**src/rtl/lgs_pkg.sv**
```systemverilog
// Shared types and constants of the collapsed Gibbs token sampler.
// No dependencies; every RTL file of the sampler imports this package.
`timescale 1ns / 1ps
`default_nettype none

package lgs_pkg;

    localparam int MAX_TOPICS = 64;
    localparam int MAX_VOCAB  = 4096;
    localparam int MAX_DOCS   = 256;
    localparam int MAX_TOKENS = 65536;
    localparam int NUM_GROUPS = 4;

    localparam int TOPIC_W = $clog2(MAX_TOPICS);
    localparam int KCNT_W  = TOPIC_W + 1;
    localparam int WORD_W  = $clog2(MAX_VOCAB);
    localparam int VOCAB_W = WORD_W + 1;
    localparam int DOC_W   = $clog2(MAX_DOCS);
    localparam int SLOT_W  = $clog2(MAX_TOKENS);
    localparam int GROUP_W = $clog2(NUM_GROUPS);
    localparam int CNT_W   = 16;
    localparam int RND_W   = 32;
    localparam int PRIOR_W = 32;
    localparam int FRAC_W  = 16;

    localparam int WCOUNT_W = 24;
    localparam int GSUM_W   = 32;
    localparam int DSUM_W   = 24;

    localparam int A_W      = WCOUNT_W + FRAC_W + 1;
    localparam int VETA_W   = VOCAB_W + PRIOR_W;
    localparam int D_W      = GSUM_W + FRAC_W + 1;
    localparam int PROD_W   = 2 * A_W;
    localparam int WEIGHT_W = 48;
    localparam int SUM_W    = WEIGHT_W + TOPIC_W;

    localparam logic [WEIGHT_W-1:0] WEIGHT_MAX = {WEIGHT_W{1'b1}};

    typedef enum logic [1:0] {
        CMD_LOAD_WORD  = 2'd0,
        CMD_LOAD_GROUP = 2'd1,
        CMD_SAMPLE     = 2'd2,
        CMD_READ_WORD  = 2'd3
    } cmd_t;

    localparam logic [2:0] STAT_OK        = 3'd0;
    localparam logic [2:0] STAT_WORD_RANGE = 3'd1;
    localparam logic [2:0] STAT_UNDERFLOW = 3'd2;
    localparam logic [2:0] STAT_UNIFORM   = 3'd3;
    localparam logic [2:0] STAT_PASSED    = 3'd4;

    localparam logic [2:0] CFG_NUM_TOPICS = 3'd0;
    localparam logic [2:0] CFG_VOCAB_SIZE = 3'd1;
    localparam logic [2:0] CFG_ALPHA      = 3'd2;
    localparam logic [2:0] CFG_ETA        = 3'd3;
    localparam logic [2:0] CFG_FIRST_DOC  = 3'd4;

    typedef struct packed {
        logic                rd;
        logic                wr_w;
        logic                wr_g;
        logic                wr_d;
        logic [WORD_W-1:0]   word;
        logic [GROUP_W-1:0]  grp;
        logic [DOC_W-1:0]    doc;
        logic [TOPIC_W-1:0]  topic;
        logic [WCOUNT_W-1:0] w;
        logic [GSUM_W-1:0]   g;
        logic [DSUM_W-1:0]   d;
    } cs_req_t;

    typedef struct packed {
        logic [WCOUNT_W-1:0] w;
        logic [GSUM_W-1:0]   g;
        logic [DSUM_W-1:0]   d;
    } cs_data_t;

    typedef struct packed {
        logic               rd;
        logic               wr;
        logic [SLOT_W-1:0]  slot;
        logic [TOPIC_W-1:0] topic;
    } slot_req_t;

    typedef struct packed {
        logic               valid;
        logic [TOPIC_W-1:0] topic;
    } slot_data_t;

    typedef struct packed {
        logic           start;
        logic [A_W-1:0] a;
        logic [A_W-1:0] b;
        logic [D_W-1:0] d;
    } wu_req_t;

endpackage

`default_nettype wire

```
**src/rtl/lgs_weight_unit.sv**
```systemverilog
// Topic weight unit: floor(A*B/D) in Q16, saturated to the weight width.
// Depends on lgs_pkg. Four partial products, then one quotient bit a cycle.
`timescale 1ns / 1ps
`default_nettype none

module lgs_weight_unit (
    input  wire logic             clk,
    input  wire logic             rst_n,
    input  wire lgs_pkg::wu_req_t req,
    output logic                  done,
    output logic [lgs_pkg::WEIGHT_W-1:0] weight
);
    import lgs_pkg::*;

    localparam int HALF_W = (A_W + 1) / 2;
    localparam int HI_W   = PROD_W - WEIGHT_W;
    localparam int STEP_W = $clog2(WEIGHT_W);

    typedef enum logic [2:0] {
        W_IDLE,
        W_MUL,
        W_CHK,
        W_DIV,
        W_DONE
    } wstate_t;

    wstate_t             state_reg;
    logic [A_W-1:0]      a_reg;
    logic [A_W-1:0]      b_reg;
    logic [D_W-1:0]      d_reg;
    logic [PROD_W-1:0]   acc_reg;
    logic [1:0]          step_reg;
    logic [D_W-1:0]      rem_reg;
    logic [WEIGHT_W-1:0] low_reg;
    logic [STEP_W-1:0]   bit_reg;
    logic [WEIGHT_W-1:0] q_reg;

    logic [HALF_W-1:0]   pa;
    logic [HALF_W-1:0]   pb;
    logic [2*HALF_W-1:0] pp;
    logic [PROD_W-1:0]   pp_shifted;
    logic [D_W:0]        trial;
    logic                ge;
    logic [HI_W-1:0]     prod_hi;

    always_comb
    begin
        pa = step_reg[1] ? HALF_W'(a_reg[A_W-1:HALF_W]) : a_reg[HALF_W-1:0];
        pb = step_reg[0] ? HALF_W'(b_reg[A_W-1:HALF_W]) : b_reg[HALF_W-1:0];
        pp = pa * pb;
        case (step_reg)
            2'd0:    pp_shifted = PROD_W'(pp);
            2'd3:    pp_shifted = PROD_W'(pp) << (2 * HALF_W);
            default: pp_shifted = PROD_W'(pp) << HALF_W;
        endcase
        trial   = {rem_reg, low_reg[WEIGHT_W-1]};
        ge      = trial >= {1'b0, d_reg};
        prod_hi = acc_reg[PROD_W-1:WEIGHT_W];
    end

    assign done   = (state_reg == W_DONE);
    assign weight = q_reg;

    always_ff @(posedge clk or negedge rst_n)
    begin
        if (!rst_n)
        begin
            state_reg <= W_IDLE;
            step_reg  <= '0;
            bit_reg   <= '0;
        end
        else
        begin
            case (state_reg)
                W_IDLE:
                begin
                    if (req.start)
                    begin
                        a_reg     <= req.a;
                        b_reg     <= req.b;
                        d_reg     <= req.d;
                        acc_reg   <= '0;
                        step_reg  <= '0;
                        state_reg <= W_MUL;
                    end
                end
                W_MUL:
                begin
                    acc_reg  <= acc_reg + pp_shifted;
                    step_reg <= step_reg + 1'b1;
                    if (step_reg == 2'd3)
                    begin
                        state_reg <= W_CHK;
                    end
                end
                W_CHK:
                begin
                    if (d_reg == '0)
                    begin
                        q_reg     <= (acc_reg != '0) ? WEIGHT_MAX : '0;
                        state_reg <= W_DONE;
                    end
                    else if (D_W'(prod_hi) >= d_reg)
                    begin
                        // quotient would not fit: saturate
                        q_reg     <= WEIGHT_MAX;
                        state_reg <= W_DONE;
                    end
                    else
                    begin
                        rem_reg   <= D_W'(prod_hi);
                        low_reg   <= acc_reg[WEIGHT_W-1:0];
                        q_reg     <= '0;
                        bit_reg   <= '0;
                        state_reg <= W_DIV;
                    end
                end
                W_DIV:
                begin
                    rem_reg <= ge ? D_W'(trial - {1'b0, d_reg}) : trial[D_W-1:0];
                    low_reg <= {low_reg[WEIGHT_W-2:0], 1'b0};
                    q_reg   <= {q_reg[WEIGHT_W-2:0], ge};
                    bit_reg <= bit_reg + 1'b1;
                    if (bit_reg == STEP_W'(WEIGHT_W - 1))
                    begin
                        state_reg <= W_DONE;
                    end
                end
                W_DONE:
                begin
                    state_reg <= W_IDLE;
                end
                default:
                begin
                    state_reg <= W_IDLE;
                end
            endcase
        end
    end

endmodule

`default_nettype wire

```
**config.mk**
```make
export PLATFORM = sky130hd
export DESIGN_NAME = lgs_weight_unit
export DESIGN_NICKNAME = d
export VERILOG_FILES = /design/src/rtl/lgs_pkg.sv /design/src/rtl/lgs_weight_unit.sv
export SDC_FILE = /design/constraint.sdc
export NUM_CORES = 2
export LEC_CHECK = 0
export ABC_AREA = 1
export CAP_MARGIN = 20
export CORE_ASPECT_RATIO = 0.9
export CORE_MARGIN = 1
export CORE_UTILIZATION = 50
export DETAILED_ROUTE_END_ITERATION = 7
export DONT_BUFFER_PORTS = 1
export GPL_TIMING_DRIVEN = 0
export PLACE_DENSITY = 0.68
export SETUP_SLACK_MARGIN = 0.05
export SLEW_MARGIN = 20
export SYNTH_ARGS = -nofsm -noshare
export SYNTH_HDL_FRONTEND = slang
export SYNTH_SLANG_ARGS = --single-unit
```
**constraint.sdc**
```tcl
create_clock -name clk -period 9.28 [get_ports clk]
set_input_delay 1.856 -clock clk [delete_from_list [all_inputs] [get_ports clk]]
set_output_delay 1.856 -clock clk [all_outputs]
set_load 0.005 [all_outputs]
```
==> qor.txt <==
total wire length = 155000 um
Root Driver = clkbuf_16
crit end category = flip-flop
final hold vios = 0
most used cells in the layout excluding fill and tap cells = nand2_1, inv_1, nor2_1
grt ovf = 0
vias in the first global route = 36700
I/O Pins = 183
commonest non-fill, non-tap cell in the layout = nand2_1
Slew Viols, Final = 0
hold depth = 2
Clk pin slew, worst setup/hold paths = 60 ps
fmax = 108 MHz
Post-synth ARST share = 0.0298
WP data arrival = 9600 ps
cts bufs inserted = 44
top_reg_cell synth = edfxtp_1
crit path kind = flip-flop to flip-flop
Buf/Inv on CP = 10
logic gate share of total power = 0.009
TritonCTS clock tree = yes
xor/xnor cell area share of the yosys netlist = 0.0146
Post-synth EDFFs = 358
Mapped Nets = 6170
first-pass GRT wire length = 224000 um
Net count, final = 6401
Reg power frac = 0.487
dominant cell type by area after synthesis = edfxtp_1
RR Startpoint = step_reg[1]
clock skew = 50.3 ps
gpl congestion = 1.09
Initial Utilization = 0.505
Worst-Skew Late Latency = 630 ps
mux contribution to synthesized area = 0
R2R Setup Slk = 30 ps
most area-consuming cells after synthesis = edfxtp_1, fa_1, nand2_1
Max IR drop VDD = 133 uV
Non-Filler Instances = 6689
post-synthesis cell count = 5356
Final WS setup = 28.8 ps
share of cells above drive strength 1 = 0.192
die span in y = 273 um
Worst EP required = 9630 ps
DRT Pass-1 Iters = 6
post-route ant nets = 0
Yosys warnings = 0
H-tree depth = 2
switch share = 0.219
CP Depth = 40
Crit-path slowest cell = fa_1
Avg Inst Size Synth = 7.62 um2
Seq cells post-synth = 369
core area = 0.0809 mm2
Clock power frac = 0.504
Slew headroom = 0.246
outcome = finished, final reports clean
main combinational cell family by area after synthesis = adder cells
PD cells = 74.9 mW/mm2
DP HPWL = 124000 um
Chip Width = 303 um
Syn-to-layout area delta = 22.3%
Psw = 818 uW
maximum fanout along the worst path = 10
top cell type's share of synthesized area = 0.263
FF-to-FF End = acc_reg[70]
Pint = 2.92 mW
register area share after synthesis = 0.270
Worst-Margin Slew = 1130 ps
IO buf count = 0
Startpoint Class = flip-flop
full die area = 0.0828 mm2
largest net degree at the start of global routing = 30
endpoints failing setup = 0
1st-iter DRT viols = 4565
Remaining DRCs = 0
Final period util = 0.997
Vias/cell = 5.82
worst hold path type = flip-flop to flip-flop
antenna violations before repair = 9
placed cells = 6439
CP endpoint = acc_reg[70]
maxcap violations = 0
Largest register FFs = 82
pre-CTS setup slack = -2450 ps
Synth Area in Simple Gates = 0.242
cells on worst reg2reg path = 40
adder-cell area share of the yosys netlist = 0.275
clk sinks = 369
Lkg Pwr = 22.3 nW
Compound-Gate Fraction of Synth Area = 0.101
routed length per placed instance = 23.1 um
DR vias = 38900
critical path's largest stage delay = 610 ps
gr usage total = 0.363
Bufs on Longest Clock Path = 3
library cells used by synthesis = 48
CP top delay family = adder cells
Setup crit start = step_reg[1]
Netlist Area Pre-Place = 0.0408 mm2
Site Rows = 99
RSZ-0062 raised after global routing = yes
post-route minimum period = 9250 ps
Top cell by count, worst path = fa_1
==> per-stage QoR <==
step	utilization	area [um2]	hold slack (ps)	power [mW]	setup TNS, ps
5_1_grt	0.617	49900	538	3.80	-2590
4_1_cts	0.583	47100	509	3.75	0
3_5_place_dp	0.526	42600	490	1.89	-114150
3_3_place_gp	0.521	42200	483	1.89	-635890
6_report	0.617	49900	508	3.74	0
2_1_floorplan	-	40800	464	1.88	0
==> cell type report <==
cell class,count,area [um2]
sequential,369,11000
timing repair buffer,186,1840
clock inverter,32,385
inverter,943,3600
clock buffer,49,1140
multi-input combinational,3924,29600
fill,7111,30900
buffer,119,996
tap,1060,1330
antenna,7,17.5
==> synth_stat cells (7+ instances only) <==
| cell type | count |
|---|---|
| a21boi_0 | 13 |
| a21o_1 | 12 |
| a21oi_1 | 331 |
| a31oi_1 | 8 |
| and2_1 | 7 |
| buf_2 | 8 |
| clkbuf_1 | 102 |
| clkinv_1 | 17 |
| dfrtp_1 | 11 |
| edfxtp_1 | 358 |
| fa_1 | 360 |
| ha_1 | 320 |
| inv_1 | 896 |
| inv_2 | 30 |
| nand2_1 | 1197 |
| nand3_1 | 167 |
| nand3b_1 | 42 |
| nand4_1 | 50 |
| nor2_1 | 810 |
| nor3_1 | 49 |
| nor4_1 | 27 |
| o21a_1 | 21 |
| o21ai_0 | 257 |
| o21ai_1 | 65 |
| o21bai_1 | 24 |
| o22ai_1 | 24 |
| or2_2 | 45 |
| xnor2_1 | 39 |
| xor2_1 | 29 |
==> power by group through the flow <==
stage                     sequential, mW  combinational (mW)  clock, mW
after floorplan                     1.86              0.0139          0
after global placement              1.87              0.0203          0
after detailed placement            1.86              0.0327          0
after CTS                           1.82              0.0328       1.89
after global routing                1.82              0.0348       1.95
final                               1.82              0.0331       1.89
==> worst reg2reg max path, delay by kind of cell (launching register included) <==
| kind | cells | cell delay, ps |
|---|---|---|
| buf+inv | 10 | 1120 |
| flops | 1 | 510 |
| simple gates | 19 | 2360 |
| fa+ha+maj | 9 | 4480 |
| compound gates | 2 | 520 |
==> per-layer routing <==
layer / vias to the layer above / global-route usage / routed length, um
met5: - / 0.00290 / 74
met4: 6 / 0.107 / 5600
met3: 357 / 0.0940 / 19600
met2: 2234 / 0.530 / 65200
met1: 18800 / 0.527 / 64400
li1: 17600 / - / -
==> cells by family (layout without fill, tap and decap cells) <==
group / count (synthesis) / in the layout
compound gates: 767 / 767
xor+xnor: 68 / 68
fa+ha+maj: 680 / 680
buf+inv: 1063 / 1329
flops: 369 / 369
other cells: 0 / 7
simple gates: 2409 / 2409
==> how the worst min path moves through the flow <==
stage	start	end	slack (ps)
after floorplan	bit_reg[4]	bit_reg[4]	460
after global placement	bit_reg[4]	bit_reg[4]	480
after detailed placement	bit_reg[3]	bit_reg[3]	490
after CTS	bit_reg[3]	bit_reg[3]	510
after global routing	low_reg[41]	low_reg[42]	540
final	bit_reg[3]	bit_reg[3]	510
==> timing repair <==
action,CTS,global route
resized for setup,588,586
pin swaps,74,172
hold endpoints to repair,0,0
setup endpoints to repair,71,63
hold buffers,0,0
cloned,2,0
buffers inserted,78,83
(Power assumes the default switching activity.)
